===== src/jac_pkg.sv =====
// shared types and constants of the joystick axis conditioner
// no dependencies; imported by jac_div, joystick_axis_conditioner and the testbench
package jac_pkg;

    localparam int SAMPLE_BITS_DEF = 10;
    localparam int CFG_INDEX_W     = 3;
    localparam int CFG_DATA_W      = 10;
    localparam int PCT_W           = 8;
    localparam int PCT_MAG_W       = 7;
    localparam int SCALE_EXTRA_W   = 7;

    localparam int CENTRE_RST = 400;
    localparam int UPPER_RST  = 600;
    localparam int LOWER_RST  = 200;

    localparam logic [9:0] CALIB_SPAN_RST = 10'd200;
    localparam logic [7:0] TOLERANCE_RST  = 8'd10;
    localparam logic [6:0] DEAD_ZONE_RST  = 7'd5;
    localparam logic [7:0] THRESHOLD_RST  = 8'd25;
    localparam logic [9:0] DPAD_HIGH_RST  = 10'd650;
    localparam logic [9:0] DPAD_LOW_RST   = 10'd300;

    localparam logic [PCT_MAG_W-1:0] PCT_LIMIT  = 7'd100;
    localparam logic [PCT_MAG_W-1:0] QUOT_LIMIT = 7'd127;
    localparam logic [14:0]          DIV10_MUL  = 15'd205;
    localparam int                   DIV10_SHIFT = 11;

    typedef enum logic [1:0] {
        ACT_RECAL  = 2'd0,
        ACT_READ_X = 2'd1,
        ACT_READ_Y = 2'd2,
        ACT_DPAD   = 2'd3
    } action_t;

    typedef enum logic [CFG_INDEX_W-1:0] {
        CFG_CALIB_SPAN = 3'd0,
        CFG_TOLERANCE  = 3'd1,
        CFG_DEAD_ZONE  = 3'd2,
        CFG_THRESHOLD  = 3'd3,
        CFG_DPAD_HIGH  = 3'd4,
        CFG_DPAD_LOW   = 3'd5
    } cfg_reg_t;

    typedef enum logic [2:0] {
        ST_IDLE   = 3'd0,
        ST_PREP   = 3'd1,
        ST_SCALE  = 3'd2,
        ST_DIV    = 3'd3,
        ST_HOLD   = 3'd4,
        ST_ROUND  = 3'd5,
        ST_FINISH = 3'd6
    } state_t;

endpackage


===== src/jac_div.sv =====
// bit-serial restoring divider, one quotient bit per cycle
// depends on jac_pkg for house conventions only
module jac_div #(
    parameter int NUM_W = jac_pkg::SAMPLE_BITS_DEF + jac_pkg::SCALE_EXTRA_W,
    parameter int DEN_W = jac_pkg::SAMPLE_BITS_DEF
) (
    input  logic             clk,
    input  logic             rst_n,
    input  logic             start,
    input  logic [NUM_W-1:0] num,
    input  logic [DEN_W-1:0] den,
    output logic             done,
    output logic [NUM_W-1:0] quot
);
    import jac_pkg::*;

    localparam int CNT_W = (NUM_W > 1) ? $clog2(NUM_W) : 1;

    logic             busy_reg, busy_next;
    logic             done_reg, done_next;
    logic [CNT_W-1:0] cnt_reg, cnt_next;
    logic [DEN_W-1:0] rem_reg, rem_next;
    logic [NUM_W-1:0] quo_reg, quo_next;
    logic [DEN_W-1:0] den_reg, den_next;
    logic [DEN_W:0]   trial;
    logic [DEN_W+1:0] diff;
    logic             ge;

    assign trial = {rem_reg, quo_reg[NUM_W-1]};
    assign diff  = {1'b0, trial} - {2'b00, den_reg};
    assign ge    = !diff[DEN_W+1];

    always_comb
    begin
        busy_next = busy_reg;
        done_next = 1'b0;
        cnt_next  = cnt_reg;
        rem_next  = rem_reg;
        quo_next  = quo_reg;
        den_next  = den_reg;
        if (start)
        begin
            busy_next = 1'b1;
            cnt_next  = CNT_W'(NUM_W - 1);
            rem_next  = '0;
            quo_next  = num;
            den_next  = den;
        end
        else if (busy_reg)
        begin
            rem_next = ge ? diff[DEN_W-1:0] : trial[DEN_W-1:0];
            quo_next = {quo_reg[NUM_W-2:0], ge};
            cnt_next = cnt_reg - 1'b1;
            if (cnt_reg == '0)
            begin
                busy_next = 1'b0;
                done_next = 1'b1;
            end
        end
    end

    always_ff @(posedge clk or negedge rst_n)
    begin
        if (!rst_n)
        begin
            busy_reg <= 1'b0;
            done_reg <= 1'b0;
            cnt_reg  <= '0;
        end
        else
        begin
            busy_reg <= busy_next;
            done_reg <= done_next;
            cnt_reg  <= cnt_next;
        end
    end

    always_ff @(posedge clk)
    begin
        rem_reg <= rem_next;
        quo_reg <= quo_next;
        den_reg <= den_next;
    end

    assign done = done_reg;
    assign quot = quo_reg;

`ifndef SYNTHESIS
    a_start_busy: assert property (@(posedge clk) disable iff (!rst_n)
        start |=> busy_reg)
        else $error("divider did not start");
    a_done_idle: assert property (@(posedge clk) disable iff (!rst_n)
        done_reg |-> !busy_reg)
        else $error("divider done while busy");
    a_last_done: assert property (@(posedge clk) disable iff (!rst_n)
        busy_reg && !start && cnt_reg == '0 |=> done_reg)
        else $error("divider missed its last step");
`endif

endmodule


===== src/joystick_axis_conditioner.sv =====
// top level of the joystick axis conditioner: calibration state, config, control
// depends on jac_pkg and jac_div
//
// usage:
//   input channel (in_valid/in_ready) moves one transfer per item: action,
//   sample_x, sample_y. output channel (out_valid/out_ready) returns one
//   result per item: axis_percent and the four d-pad bits.
//   config channel (cfg_valid/cfg_ready) writes one register per transfer;
//   cfg_ready is always high; write only while the block is idle.
// sequence:
//   recalibrate and d-pad items pass through ST_PREP and ST_FINISH before the next accept;
//   the result is loaded into the output register from ST_FINISH.
//   axis reads pass through ST_PREP, ST_SCALE, ST_DIV, ST_HOLD, ST_ROUND and
//   ST_FINISH; in ST_DIV the restoring divider produces one quotient bit per
//   cycle and the state waits for its done.
//   one item is in flight at a time.
// reset: centres 400, bounds 200/600, held values 0, registers at defaults.
// stall: a finished result waits in the output register; the next item is
//   accepted meanwhile and its result waits until the register is taken.
module joystick_axis_conditioner #(
    parameter int SAMPLE_BITS = jac_pkg::SAMPLE_BITS_DEF
) (
    input  logic                             clk,
    input  logic                             rst_n,
    input  logic                             in_valid,
    output logic                             in_ready,
    input  logic [1:0]                       action,
    input  logic [SAMPLE_BITS-1:0]           sample_x,
    input  logic [SAMPLE_BITS-1:0]           sample_y,
    output logic                             out_valid,
    input  logic                             out_ready,
    output logic signed [jac_pkg::PCT_W-1:0] axis_percent,
    output logic                             dir_left,
    output logic                             dir_right,
    output logic                             dpad_up,
    output logic                             dir_down,
    input  logic                             cfg_valid,
    output logic                             cfg_ready,
    input  logic [jac_pkg::CFG_INDEX_W-1:0]  cfg_index,
    input  logic [jac_pkg::CFG_DATA_W-1:0]   cfg_data
);
    import jac_pkg::*;

    localparam int W     = SAMPLE_BITS;
    localparam int CW    = ((W > CFG_DATA_W) ? W : CFG_DATA_W) + 1;
    localparam int NUM_W = W + SCALE_EXTRA_W;
    localparam logic [W-1:0] SAMPLE_MAX = '1;

    function automatic logic [W-1:0] recal_hi(logic [W-1:0] c, logic [9:0] s);
        logic [CW-1:0] sum;
        sum = CW'(c) + CW'(s);
        return (sum > CW'(SAMPLE_MAX)) ? SAMPLE_MAX : sum[W-1:0];
    endfunction

    function automatic logic [W-1:0] recal_lo(logic [W-1:0] c, logic [9:0] s);
        logic [CW-1:0] dif;
        dif = CW'(c) - CW'(s);
        return (CW'(c) > CW'(s)) ? dif[W-1:0] : '0;
    endfunction

    state_t state_reg, state_next;
    action_t action_reg;
    logic [W-1:0] sx_reg, sy_reg;

    logic [9:0] span_reg;
    logic [7:0] tol_reg;
    logic [6:0] dz_reg;
    logic [7:0] thr_reg;
    logic [9:0] dhi_reg;
    logic [9:0] dlo_reg;

    logic [W-1:0] centre_x_reg, centre_x_next, centre_y_reg, centre_y_next;
    logic [W-1:0] upper_x_reg, upper_x_next, lower_x_reg, lower_x_next;
    logic [W-1:0] upper_y_reg, upper_y_next, lower_y_reg, lower_y_next;
    logic signed [PCT_W-1:0] held_x_reg, held_x_next, held_y_reg, held_y_next;

    logic [W-1:0] off_reg, off_next;
    logic pos_reg, pos_next, neg_reg, neg_next;
    logic qneg_reg, qneg_next, dzero_reg, dzero_next;
    logic signed [PCT_W-1:0] r_reg, r_next, v_reg, v_next, pct_reg, pct_next;
    logic [3:0] dpad_reg, dpad_next;

    logic out_valid_reg, out_valid_next;
    logic signed [PCT_W-1:0] axis_percent_reg;
    logic [3:0] dpad_out_reg;
    logic out_load;

    logic sel_y, is_x;
    logic [W-1:0] cur, cen, upp, low;
    logic [CW-1:0] cur_ext, tol_ext, lo_sum;
    logic [W-1:0] up_tol, lo_tol;

    logic [NUM_W-1:0] num100;
    logic signed [W:0] den_s;
    logic [W-1:0] den_mag;
    logic div_start, div_done;
    logic [NUM_W-1:0] div_quot;

    logic [PCT_MAG_W-1:0] q7, qm;
    logic [PCT_W-1:0] r_pos;
    logic signed [PCT_W-1:0] held_sel;
    logic signed [PCT_W:0] dlt;
    logic [PCT_W:0] dlt_abs;
    logic exceed;

    logic [PCT_W-1:0] v_abs;
    logic [PCT_MAG_W-1:0] v_clamp, res;
    logic [14:0] prod;
    logic [3:0] tens;

    assign sel_y = (action_reg == ACT_READ_Y);
    assign is_x  = (action_reg == ACT_READ_X);
    assign cur   = sel_y ? sy_reg : sx_reg;
    assign cen   = sel_y ? centre_y_reg : centre_x_reg;
    assign upp   = sel_y ? upper_y_reg : upper_x_reg;
    assign low   = sel_y ? lower_y_reg : lower_x_reg;

    // bound tracking with tolerance pull-back
    assign cur_ext = CW'(cur);
    assign tol_ext = CW'(tol_reg);
    assign lo_sum  = cur_ext + tol_ext;
    assign up_tol  = (cur > upp)
                   ? ((cur_ext > tol_ext) ? W'(cur_ext - tol_ext) : '0) : upp;
    assign lo_tol  = (cur < low)
                   ? ((lo_sum > CW'(SAMPLE_MAX)) ? SAMPLE_MAX : lo_sum[W-1:0]) : low;

    // offset times 100 as shifted adds
    assign num100 = (NUM_W'(off_reg) << 6) + (NUM_W'(off_reg) << 5)
                  + (NUM_W'(off_reg) << 2);
    assign den_s  = pos_reg ? ($signed({1'b0, upp}) - $signed({1'b0, cen}))
                            : ($signed({1'b0, cen}) - $signed({1'b0, low}));
    assign den_mag = den_s[W] ? W'(-den_s) : den_s[W-1:0];

    jac_div #(
        .NUM_W (NUM_W),
        .DEN_W (W)
    ) u_div (
        .clk   (clk),
        .rst_n (rst_n),
        .start (div_start),
        .num   (num100),
        .den   (den_mag),
        .done  (div_done),
        .quot  (div_quot)
    );

    // saturation and dead zone
    assign q7    = (|div_quot[NUM_W-1:PCT_MAG_W]) ? QUOT_LIMIT : div_quot[PCT_MAG_W-1:0];
    assign qm    = (dzero_reg || q7 < dz_reg) ? '0 : q7;
    assign r_pos = {1'b0, qm};

    // change threshold with hold
    assign held_sel = sel_y ? held_y_reg : held_x_reg;
    assign dlt      = {r_reg[PCT_W-1], r_reg} - {held_sel[PCT_W-1], held_sel};
    assign dlt_abs  = dlt[PCT_W] ? (PCT_W + 1)'(-dlt) : dlt;
    assign exceed   = dlt_abs > {1'b0, thr_reg};

    // clamp and truncate to tens
    assign v_abs   = v_reg[PCT_W-1] ? PCT_W'(-v_reg) : v_reg;
    assign v_clamp = (v_abs[PCT_MAG_W-1:0] > PCT_LIMIT) ? PCT_LIMIT : v_abs[PCT_MAG_W-1:0];
    assign prod    = 15'(v_clamp) * DIV10_MUL;
    assign tens    = 4'(prod >> DIV10_SHIFT);
    assign res     = PCT_MAG_W'({tens, 3'b000}) + PCT_MAG_W'({tens, 1'b0});

    always_comb
    begin
        state_next     = state_reg;
        centre_x_next  = centre_x_reg;
        centre_y_next  = centre_y_reg;
        upper_x_next   = upper_x_reg;
        lower_x_next   = lower_x_reg;
        upper_y_next   = upper_y_reg;
        lower_y_next   = lower_y_reg;
        held_x_next    = held_x_reg;
        held_y_next    = held_y_reg;
        off_next       = off_reg;
        pos_next       = pos_reg;
        neg_next       = neg_reg;
        qneg_next      = qneg_reg;
        dzero_next     = dzero_reg;
        r_next         = r_reg;
        v_next         = v_reg;
        pct_next       = pct_reg;
        dpad_next      = dpad_reg;
        div_start      = 1'b0;
        out_load       = 1'b0;
        out_valid_next = out_valid_reg && !out_ready;

        unique case (state_reg)
            ST_IDLE:
            begin
                if (in_valid)
                    state_next = ST_PREP;
            end
            ST_PREP:
            begin
                unique case (action_reg)
                    ACT_RECAL:
                    begin
                        centre_x_next = sx_reg;
                        upper_x_next  = recal_hi(sx_reg, span_reg);
                        lower_x_next  = recal_lo(sx_reg, span_reg);
                        centre_y_next = sy_reg;
                        upper_y_next  = recal_hi(sy_reg, span_reg);
                        lower_y_next  = recal_lo(sy_reg, span_reg);
                        pct_next      = '0;
                        dpad_next     = '0;
                        state_next    = ST_FINISH;
                    end
                    ACT_DPAD:
                    begin
                        upper_x_next = (sx_reg > upper_x_reg) ? sx_reg : upper_x_reg;
                        lower_x_next = (sx_reg < lower_x_reg) ? sx_reg : lower_x_reg;
                        upper_y_next = (sy_reg > upper_y_reg) ? sy_reg : upper_y_reg;
                        lower_y_next = (sy_reg < lower_y_reg) ? sy_reg : lower_y_reg;
                        // order: left, right, up, down
                        dpad_next[3] = CW'(sx_reg) > CW'(dhi_reg);
                        dpad_next[2] = CW'(sx_reg) < CW'(dlo_reg);
                        dpad_next[1] = CW'(sy_reg) < CW'(dlo_reg);
                        dpad_next[0] = CW'(sy_reg) > CW'(dhi_reg);
                        pct_next     = '0;
                        state_next   = ST_FINISH;
                    end
                    ACT_READ_X, ACT_READ_Y:
                    begin
                        if (sel_y)
                        begin
                            upper_y_next = up_tol;
                            lower_y_next = lo_tol;
                        end
                        else
                        begin
                            upper_x_next = up_tol;
                            lower_x_next = lo_tol;
                        end
                        off_next   = (cur >= cen) ? cur - cen : cen - cur;
                        pos_next   = cur > cen;
                        neg_next   = cur < cen;
                        state_next = ST_SCALE;
                    end
                    default:
                    begin
                        state_next = ST_FINISH;
                    end
                endcase
            end
            ST_SCALE:
            begin
                qneg_next  = neg_reg ^ den_s[W];
                dzero_next = (den_s == '0);
                div_start  = 1'b1;
                state_next = ST_DIV;
            end
            ST_DIV:
            begin
                if (div_done)
                begin
                    r_next     = qneg_reg ? PCT_W'(-r_pos) : r_pos;
                    state_next = ST_HOLD;
                end
            end
            ST_HOLD:
            begin
                if (exceed)
                begin
                    v_next = r_reg;
                    if (sel_y)
                        held_y_next = r_reg;
                    else
                        held_x_next = r_reg;
                end
                else
                begin
                    v_next = held_sel;
                end
                state_next = ST_ROUND;
            end
            ST_ROUND:
            begin
                // x axis reported with inverted sign
                pct_next   = (v_reg[PCT_W-1] ^ is_x) ? PCT_W'(-{1'b0, res})
                                                     : {1'b0, res};
                dpad_next  = '0;
                state_next = ST_FINISH;
            end
            ST_FINISH:
            begin
                if (!out_valid_reg || out_ready)
                begin
                    out_load       = 1'b1;
                    out_valid_next = 1'b1;
                    state_next     = ST_IDLE;
                end
            end
            default:
            begin
                state_next = ST_IDLE;
            end
        endcase
    end

    always_ff @(posedge clk or negedge rst_n)
    begin
        if (!rst_n)
        begin
            state_reg     <= ST_IDLE;
            out_valid_reg <= 1'b0;
            centre_x_reg  <= W'(CENTRE_RST);
            centre_y_reg  <= W'(CENTRE_RST);
            upper_x_reg   <= W'(UPPER_RST);
            lower_x_reg   <= W'(LOWER_RST);
            upper_y_reg   <= W'(UPPER_RST);
            lower_y_reg   <= W'(LOWER_RST);
            held_x_reg    <= '0;
            held_y_reg    <= '0;
        end
        else
        begin
            state_reg     <= state_next;
            out_valid_reg <= out_valid_next;
            centre_x_reg  <= centre_x_next;
            centre_y_reg  <= centre_y_next;
            upper_x_reg   <= upper_x_next;
            lower_x_reg   <= lower_x_next;
            upper_y_reg   <= upper_y_next;
            lower_y_reg   <= lower_y_next;
            held_x_reg    <= held_x_next;
            held_y_reg    <= held_y_next;
        end
    end

    // configuration registers
    always_ff @(posedge clk or negedge rst_n)
    begin
        if (!rst_n)
        begin
            span_reg <= CALIB_SPAN_RST;
            tol_reg  <= TOLERANCE_RST;
            dz_reg   <= DEAD_ZONE_RST;
            thr_reg  <= THRESHOLD_RST;
            dhi_reg  <= DPAD_HIGH_RST;
            dlo_reg  <= DPAD_LOW_RST;
        end
        else if (cfg_valid)
        begin
            unique case (cfg_index)
                CFG_CALIB_SPAN: span_reg <= cfg_data[9:0];
                CFG_TOLERANCE:  tol_reg  <= cfg_data[7:0];
                CFG_DEAD_ZONE:  dz_reg   <= cfg_data[6:0];
                CFG_THRESHOLD:  thr_reg  <= cfg_data[7:0];
                CFG_DPAD_HIGH:  dhi_reg  <= cfg_data[9:0];
                CFG_DPAD_LOW:   dlo_reg  <= cfg_data[9:0];
                default:        ;
            endcase
        end
    end

    always_ff @(posedge clk)
    begin
        if (in_valid && in_ready)
        begin
            action_reg <= action_t'(action);
            sx_reg     <= sample_x;
            sy_reg     <= sample_y;
        end
        off_reg   <= off_next;
        pos_reg   <= pos_next;
        neg_reg   <= neg_next;
        qneg_reg  <= qneg_next;
        dzero_reg <= dzero_next;
        r_reg     <= r_next;
        v_reg     <= v_next;
        pct_reg   <= pct_next;
        dpad_reg  <= dpad_next;
        if (out_load)
        begin
            axis_percent_reg <= pct_reg;
            dpad_out_reg     <= dpad_reg;
        end
    end

    assign in_ready     = (state_reg == ST_IDLE);
    assign cfg_ready    = 1'b1;
    assign out_valid    = out_valid_reg;
    assign axis_percent = axis_percent_reg;
    assign dir_left     = dpad_out_reg[3];
    assign dir_right    = dpad_out_reg[2];
    assign dpad_up      = dpad_out_reg[1];
    assign dir_down     = dpad_out_reg[0];

`ifndef SYNTHESIS
    a_accept_prep: assert property (@(posedge clk) disable iff (!rst_n)
        in_valid && in_ready |=> state_reg == ST_PREP)
        else $error("transfer accepted but item not started");
    a_held_range: assert property (@(posedge clk) disable iff (!rst_n)
        held_x_reg != 8'sh80 && held_y_reg != 8'sh80)
        else $error("held value out of range");
    a_pct_range: assert property (@(posedge clk) disable iff (!rst_n)
        out_valid_reg |-> axis_percent_reg <= 8'sd100 && axis_percent_reg >= -8'sd100)
        else $error("axis percent out of range");
    a_dpad_no_pct: assert property (@(posedge clk) disable iff (!rst_n)
        out_valid_reg && (|dpad_out_reg) |-> axis_percent_reg == '0)
        else $error("d-pad result carries axis value");
`endif

endmodule


===== config.mk =====
export PLATFORM = sky130hd
export DESIGN_NAME = joystick_axis_conditioner
export DESIGN_NICKNAME = d
export VERILOG_FILES = /design/src/jac_pkg.sv /design/src/jac_div.sv /design/src/joystick_axis_conditioner.sv
export SDC_FILE = /design/constraint.sdc
export NUM_CORES = 1
export LEC_CHECK = 0
export BUFFER_PORTS_ARGS = -buffer_cell sky130_fd_sc_hd__buf_4
export CAP_MARGIN = 20
export CORE_MARGIN = 8
export CORE_UTILIZATION = 30
export DETAILED_ROUTE_END_ITERATION = 12
export GPL_ROUTABILITY_DRIVEN = 0
export SYNTH_ARGS = -nofsm -noshare
export SYNTH_HDL_FRONTEND = slang
export SYNTH_HIERARCHICAL = 1
export SYNTH_SLANG_ARGS = --single-unit

===== constraint.sdc =====
create_clock -name clk -period 11.1 [get_ports clk]
set_input_delay 2.22 -clock clk [delete_from_list [all_inputs] [get_ports clk]]
set_output_delay 2.22 -clock clk [all_outputs]
set_load 0.05 [all_outputs]

---- Word-level counts from Yosys, hierarchy flattened ----
Index checks and enable logic that the tools add are counted.
cells by class
  order comparisons ....................... 22
  reductions and logical operators ........ 35
  multiply operators ...................... 1
  $add $sub $neg .......................... 21
  bitwise operators ....................... 3
  muxes and demuxes ....................... 61
  equal/unequal tests ..................... 25
operators with widths
  cell                                                                     number
  10-bit two-way mux                                                       23
  10-bit case mux with 3 select lines                                      4
  10-bit > comparator                                                      8
  10-bit less-than comparator                                              6
  10-bit subtractor                                                        4
  7-bit two-way mux                                                        5
  17-bit two-way mux                                                       2
  11-bit by 10-bit > comparator with 1-bit output (second input constant)  3
  8-bit two-way mux                                                        4
  10-bit by 10-bit adder with 11-bit output                                2
  2-bit AND reduction                                                      11
  10-bit by 10-bit subtractor with 11-bit output                           2
  3-bit case mux with 7 select lines                                       1
  3-bit AND reduction                                                      7
  2-bit inequality test (second input constant)                            9
  16-bit by 15-bit adder with 17-bit output                                1
  17-bit by 12-bit adder with 17-bit output                                1
  7-bit negator with 8-bit output                                          2
  4-bit case mux with 2 select lines                                       2
  8-bit case mux with 2 select lines                                       1
  3-bit == test (second input constant)                                    5
  7-bit by 8-bit multiplier with 15-bit output (second input constant)     1
  3-bit by 2-bit == test with 1-bit output (second input constant)         4
  11-bit by 10-bit subtractor with 12-bit output                           1
  other kinds (36)                                                         59
word-level totals
  logic and storage cells ................. 205
  bits of input ports ..................... 40
  output and inout bits ................... 15
  register bits ........................... 253

---- Depth between registers and ports, before layout ----
Gate-level depths: netlist of run 1.
  depth in word-level cells ............... 9
  gate-level depth with buffers ........... 29
  depth with buffers taken out ............ 28

---- Modules after synthesis ----
Netlist of run 1, hierarchy kept.
modules (own cells, without submodules)
  module                     instances  cells an instance  area each (um^2)  sequential area each (um^2)
  joystick_axis_conditioner  1          2013               18685.4           5597.9
  jac_div                    1          179                2207.1            1186.1

---- Least setup slack after synthesis of run 1 ----
No wires, ideal clock.
  path type ............................... register to register
  start ................................... register v_reg[0]
  end ..................................... register pct_reg[6], data pin
  required time ........................... 10.837 ns
  setup time .............................. 0.263 ns
  clock period less this slack ............ 6.366 ns
  stages on the path, launching flop included .. 27
  data arrival time ....................... 6.104 ns
  slack ................................... 4.734 ns
  path buffers ............................ 0
  cells stage by stage .................... edfxtp_1 -> inv_1 -> ha_1 -> or4b_1 -> o21ai_0 -> a31o_2 -> nor2_1 -> ha_1 -> fa_1 -> ha_1 -> inv_1 -> fa_1 -> inv_1 -> ha_1 -> and4_1 -> and2_1 -> a32oi_1 -> o311ai_4 -> and2_1 -> nor2_1 -> xnor2_1 -> inv_1 -> fa_1 -> xnor2_1 -> o41ai_2 -> xnor2_1 -> nor2_1
on the way
  longest elaborated chain between the ends .. 9
ends and longest elaborated chain
  item                                              RTL line                          RTL
  start, declared                                   joystick_axis_conditioner.sv:80   logic signed [PCT_W-1:0] r_reg, r_next, v_reg, v_next, pct_reg, pct_next;
  start signal, assigned                            joystick_axis_conditioner.sv:372  v_reg <= v_next;
  7-bit negator                                     joystick_axis_conditioner.sv:159  assign v_abs = v_reg[PCT_W-1] ? PCT_W'(-v_reg) : v_reg;
  7-bit two-way mux (*)                             joystick_axis_conditioner.sv:159
  7-bit > comparator                                joystick_axis_conditioner.sv:160  assign v_clamp = (v_abs[PCT_MAG_W-1:0] > PCT_LIMIT) ? PCT_LIMIT : v_abs[PCT_MAG_W-1:0];
  7-bit two-way mux (*)                             joystick_axis_conditioner.sv:160
  7-bit by 8-bit multiplier with 15-bit output (*)  joystick_axis_conditioner.sv:161  assign prod = 15'(v_clamp) * DIV10_MUL;
  7-bit by 5-bit adder with 7-bit output (*)        joystick_axis_conditioner.sv:163  assign res = PCT_MAG_W'({tens, 3'b000}) + PCT_MAG_W'({tens, 1'b0});
  7-bit negator with 8-bit output                   joystick_axis_conditioner.sv:281  pct_next = (v_reg[PCT_W-1] ^ is_x) ? PCT_W'(-{1'b0, res})
  8-bit two-way mux (*)                             joystick_axis_conditioner.sv:281
  8-bit case mux with 2 select lines (*)            joystick_axis_conditioner.sv:189  unique case (state_reg)
  end signal, assigned                              joystick_axis_conditioner.sv:373  pct_reg <= pct_next;
  end, declared                                     joystick_axis_conditioner.sv:80
Every way passes the cells marked *; elsewhere a longest branch is shown, timed or not.
A chain may end at the register's enable or synchronous reset.

---- Worst setup path in the final report of run 1 ----
Ends and elaborated chain as after synthesis.

==> results.ini, run 1 <==
[outcome]
status=finished clean

[finish]
antenna_cells=0
synthToLayoutAreaGrowth_pct=12.4
nets=2597
layout_commonest_cell=ha_1
final_cell_area_um2=23500
largest_reg_flops=17
final_cell_mix=283 x ha_1, 241 x inv_1, 150 x nand2_1, 130 x nor2_1, 120 x o21ai_0
drive_above_1_share_pct=13.4

[floorplanning]
die_area_um2=78300
die_h_um=280
fp.coreArea_um2=68800
fp.dieW_um=280
start_util_pct=30.4
rows=96
ios=55

[pwr]
switching_share_pct=45.9
p_per_area_nw_per_um2=323
p_switching_mw=3.48
pwr-share-seq_pct=22.0
combPwrFrac_pct=65.4
p_clk_share_pct=12.6
cellLeakagePower_nw=10.4
ir_drop_v=0.000128
p_int_mw=4.09

[yosys]
synth_ff_type=dfrtp_1
syn-mean-instance-area_um2=9.53
synth_seq_cells=251
synth_top_area_cell=ha_1
synth-edff-count=101
synth_top_cell_area_share_pct=17.0
yosys_warnings=6
netlist_area_um2=20900
synth_area_leaders=ha_1 17%, edfxtp_1 15%, dfrtp_1 12%
synth_cell_types=91
async_flop_share_pct=55.8
postSynthCellCount=2192
yosysSeqAreaShare_pct=32.5

[sta]
fin_crit_ps=7130
rsz0062_at_grt=false
fin_setup_tns_ps=0
skew_ps=29.7
final_hold_viol_count=0
setup_ws_ps=3970
drv_slew=0
fin_crit_sh_pct=64.2
tightest_slew_ps=1100
setup-violations-final=0
max_slew_margin_pct=26.3
fmax_mhz=140

[routing]
num_vias=16541
wl_mm=59.6
drc_errors=0
firstDrtPassIters=5
via_per_inst=5.17
routedWlPerCell_um=18.6
drt_first_iter_violations=1349
antenna_left=0

[placement]
place_ws_ps=4020
place_area_um2=22500
io_buffer_count=52
place.detailed.hpwl_mm=45.2

[critical_path]
reg2reg_to=pct_reg[6]
cp_slowest_stage_delay_ps=540
cp-end-kind=flop
critPathLaunch=v_reg[0]
cp.required_ps=11430
worst-path-stages=26
rr_startpoint=v_reg[0]
reg2reg_slack_ps=3970
crit_path_end=pct_reg[6]
cp_num_buf_inv=4
startpoint_type=flop
cp.arrival_ps=7450
reg2regPathDepth=26
path_class=reg2reg
path_delay_family=adder cells
path_max_fanout=7
critPathSlowestCell=fa_1

[global_route]
grt_pass1_wl_mm=93.9
first_global_vias=16667
grt_max_degree=72
track_usage_pct=14.8
grt-ovfl-total=0
antenna_found_initial=0

[flow_run]
drv_cap=0

[clocking]
root_buffer=clkbuf_16
cts_tree=done
cts_resized=0
cts-hold-fix-buffers=0
cts_made_buffers=30
cts_buffer_depth=3
clk_pin_slew_ps=60
cts_setup_buffers=0
clk_latency_ps=580
h-tree-depth=1
cts_sinks=251

[min_path]
min_path_type=reg2reg
min_from=dpad_reg[1]

## final cells by class
cell class | instances | area (µm²)
well taps | 931 | 1160
fillers | 6920 | 45300
multi-input cells | 1628 | 13000
flip-flops and latches | 251 | 6780
inverters | 243 | 912
clock buffers | 35 | 801
clock inverters | 21 | 151
repair buffers | 91 | 711
## power by group through the flow
stage	registers (mW)	logic [mW]	clock network, mW
after global placement	1.67	4.70	0
after global routing	1.71	5.55	1.02
after CTS	1.67	4.92	0.980
after detailed placement	1.68	4.88	0
final	1.67	4.95	0.957
after floorplan	1.62	3.73	0
## cell usage after synthesis (all sizes together) (6+ instances only)
library cell  number
ha               284
inv              241
nand2            150
nor2             131
o21ai            125
a21oi            103
dfrtp            102
edfxtp           101
mux2              88
mux2i             78
xnor2             69
a21o              61
clkbuf            56
nor3              49
dfstp             38
xor2              36
nor2b             35
nand2b            31
o21a              29
fa                28
a211oi            27
nand4             24
a31oi             23
nand3             20
buf               16
o31ai             14
or2               14
and3              13
or3               12
a221oi            11
o21bai            11
dfxtp             10
a21boi             9
nor4               9
a2111oi            8
and2               8
nor3b              8
a211o              7
a22oi              6
nand3b             6
## worst min-delay path by stage
| stage | cells after the start | slack, ps | end |
|---|---|---|---|
| final | 0 | 420 | dpad_out_reg[1] |
| after global routing | 0 | 430 | dpad_out_reg[1] |
| after CTS | 0 | 420 | dpad_out_reg[1] |
| after detailed placement | 0 | 400 | dpad_out_reg[1] |
| after global placement | 0 | 400 | dpad_out_reg[1] |
| after floorplan | 0 | 400 | axis_percent[1] |
## cell families after synthesis
kind of cell / count (synthesis) / share of synthesized area, %
muxes: 166 / 8.62
xor gates and xnor gates: 105 / 4.40
other: 2 / 0.0359
buffers and inverters: 315 / 5.81
and+or+nand+nor: 530 / 12.5
DFF: 251 / 32.5
adders and majority gates: 312 / 19.7
AOI/OAI and AO/OA: 511 / 16.4
## per-stage QoR
stage	std cells	utilization, %	power (mW)	hold slack (ps)
global placement	3141	32.7	6.37	405
CTS	3197	34.0	7.56	420
global route	3200	34.1	8.27	432
floorplan	2194	-	5.35	400
finish	3200	34.1	7.57	420
detailed placement	3141	32.7	6.56	405
## metal layers
metal / share of wire, % / GRT usage (%) / routed length [µm]
met1: 45 / 19.3 / 26700
met2: 47 / 25.3 / 28200
met3: 4.4 / 1.62 / 2620
met4: 3.5 / 5.37 / 2110
met5: 0 / 0 / 0
Power figures use the tool's default switching activity.
==> run 2: changes to the inputs <==
ABC_AREA = 1   (was not set)
clock period = 6.2 ns   (was 11.1 ns; I/O delays follow)
==> run 2 against run 1 <==
Design area rose by 0.93%. Critical path depth rose by 5. Critical endpoint is now pct_reg[4]. Sequential share of layout area fell by 0.27 points.
==> results.ini, run 2 <==
[outcome]
status=finished clean

[sta]
skew_ps=15.9
setup-violations-final=0
hold-worst-slack_ps=420
fin_crit_sh_pct=95.8
max_slew_margin_pct=23.2
final_hold_viol_count=0
fin_crit_ps=5940
tightest_slew_ps=1140
fmax_mhz=168
drv_slew=0

[critical_path]
startpoint_type=flop
cp.arrival_ps=6250
reg2reg_slack_ps=260
crit_top_cell=buf_4
cp.required_ps=6510
critPathSlowestCell=fa_1
cp_slowest_stage_delay_ps=460
cp-end-kind=flop
reg2regPathDepth=31
path_class=reg2reg
path_max_fanout=3

[yosys]
synth_top_area_cell=ha_1
synth-edff-count=101
synth_ff_type=dfrtp_1
ys_top_cells_by_count=560 x nand2_1, 429 x inv_1, 284 x ha_1
synth.most_common_cell=nand2_1
async_flop_share_pct=55.8
yosys_warnings=6
synth_seq_cells=251
netlist_area_um2=21100
yosysSeqAreaShare_pct=32.2
synth_cell_types=70
synth_top_cell_area_share_pct=16.9
synth_area_leaders=ha_1 17%, edfxtp_1 14%, dfrtp_1 12%
syn-mean-instance-area_um2=7.88
postSynthCellCount=2676

[global_route]
antenna_found_initial=0
first_global_vias=17021
grt-ovfl-total=0
grt_pass1_wl_mm=92.6
track_usage_pct=14.5
grt_max_degree=77

[clocking]
cts-hold-fix-buffers=0
cts_tree=done
cts_made_buffers=29
cts_buffer_depth=3
clk_latency_ps=580
h-tree-depth=1
cts_sinks=251
root_buffer=clkbuf_16
clk_pin_slew_ps=60

[min_path]
hold_depth=0
min_path_type=reg2reg

[routing]
drc_errors=0
via_per_inst=4.81
antenna_left=0
firstDrtPassIters=6
routedWlPerCell_um=15.8
drt_first_iter_violations=1504
wl_mm=58.7
num_vias=17834

[finish]
antenna_cells=0
final_cell_mix=556 x nand2_1, 427 x inv_1, 279 x ha_1, 234 x o21ai_0, 174 x a21oi_1
largest_reg_flops=17
nets=3094
drive_above_1_share_pct=10.4
layout.cells.non_filler=3705
layout_commonest_cell=nand2_1
synthToLayoutAreaGrowth_pct=12.4

[floorplanning]
die_area_um2=79000
ios=55
fp.dieW_um=281
start_util_pct=30.2
die_h_um=281
rows=97
fp.coreArea_um2=69800

[placement]
placed_cells=3644
io_buffer_count=52
place.detailed.hpwl_mm=45.7

[flow_run]
drv_cap=0

-- run 2: cell count changes after synthesis, moves of 29 or more --
cell,change
xnor2_1,-48
nand2_1,+410
nor2b_1,-35
xor2_1,+29
a21oi_1,+75
a21o_1,-52
o21ai_0,+117
nand2b_1,-31
mux2_2,-73
mux2i_1,-66
inv_1,+188
nand3_1,+77
-- run 2: stage by stage --
step,setup slack (ps),instance area [µm²],utilization (%),setup TNS (ps)
final,260,23700,34.0,0
after global routing,-63.5,23700,34.0,-135
after CTS,22.8,23600,33.8,0
after detailed placement,-130,22700,32.5,-188
after global placement,-65.2,22700,32.5,-65.2
after floorplan,189,21100,-,0
-- run 2: path summary, 6_finish.rpt --
| kind | from | to |
|---|---|---|
| max | v_reg[1] | pct_reg[4] |
| min | dpad_reg[0] | dpad_out_reg[0] |
| max reg2reg | v_reg[1] | pct_reg[4] |
| min reg2reg | dpad_reg[0] | dpad_out_reg[0] |
| max in group asynchronous | rst_n | upper_x_reg[6] |
| min in group asynchronous | rst_n | lower_y_reg[5] |
-- run 2: cell families after synthesis --
logic type	count (synthesis)	share of synthesized area [%]
AND/OR/NAND/NOR	923	18.5
adder cells (fa/ha/maj)	312	19.5
other	2	0.0356
buffers and inverters	506	9.31
AO/OA/AOI/OAI	576	15.8
multiplexers	19	0.944
XOR/XNOR	87	3.65
flip-flops	251	32.2
-- run 2: repair_timing --
action / CTS / global route
resized for setup: 6 / 20
pin swaps: 2 / 9
setup buffers: 1 / 5
endpoints found under the setup margin: 3 / 4
-- run 2: critical path: cells and delay by family, from the launching register on --
kind                       cells  cell delay [ps]
xor gates and xnor gates       1              100
buffers and inverters         10             1040
AOI/OAI and AO/OA              6              950
and+or+nand+nor                6              670
DFF                            1              410
adders and majority gates      8             2530
-- run 2: area by class of cell --
type                            instances  area (µm²)
Clock inverter                         10        60.1
Timing Repair Buffer                   99         754
Sequential cell                       251        6780
Multi-Input combinational cell       1921       12400
Fill cell                            7356       46100
Clock buffer                           44         822
Inverter                              440        1650
Tap cell                              940        1180
-- run 2: metal layers --
metal | vias up | part of all wire [%] | GRT usage (%)
met2 | 463 | 45 | 23.3
li1 | 8997 | - | -
met5 | - | 0 | 0
met4 | 0 | 3.2 | 4.22
met1 | 8271 | 46 | 19.8
met3 | 103 | 6.2 | 2.60
Power of run 2 is left out: the tool's default activity adds up to more than one toggle a clock period on the data nets, which glitch-free logic cannot reach.
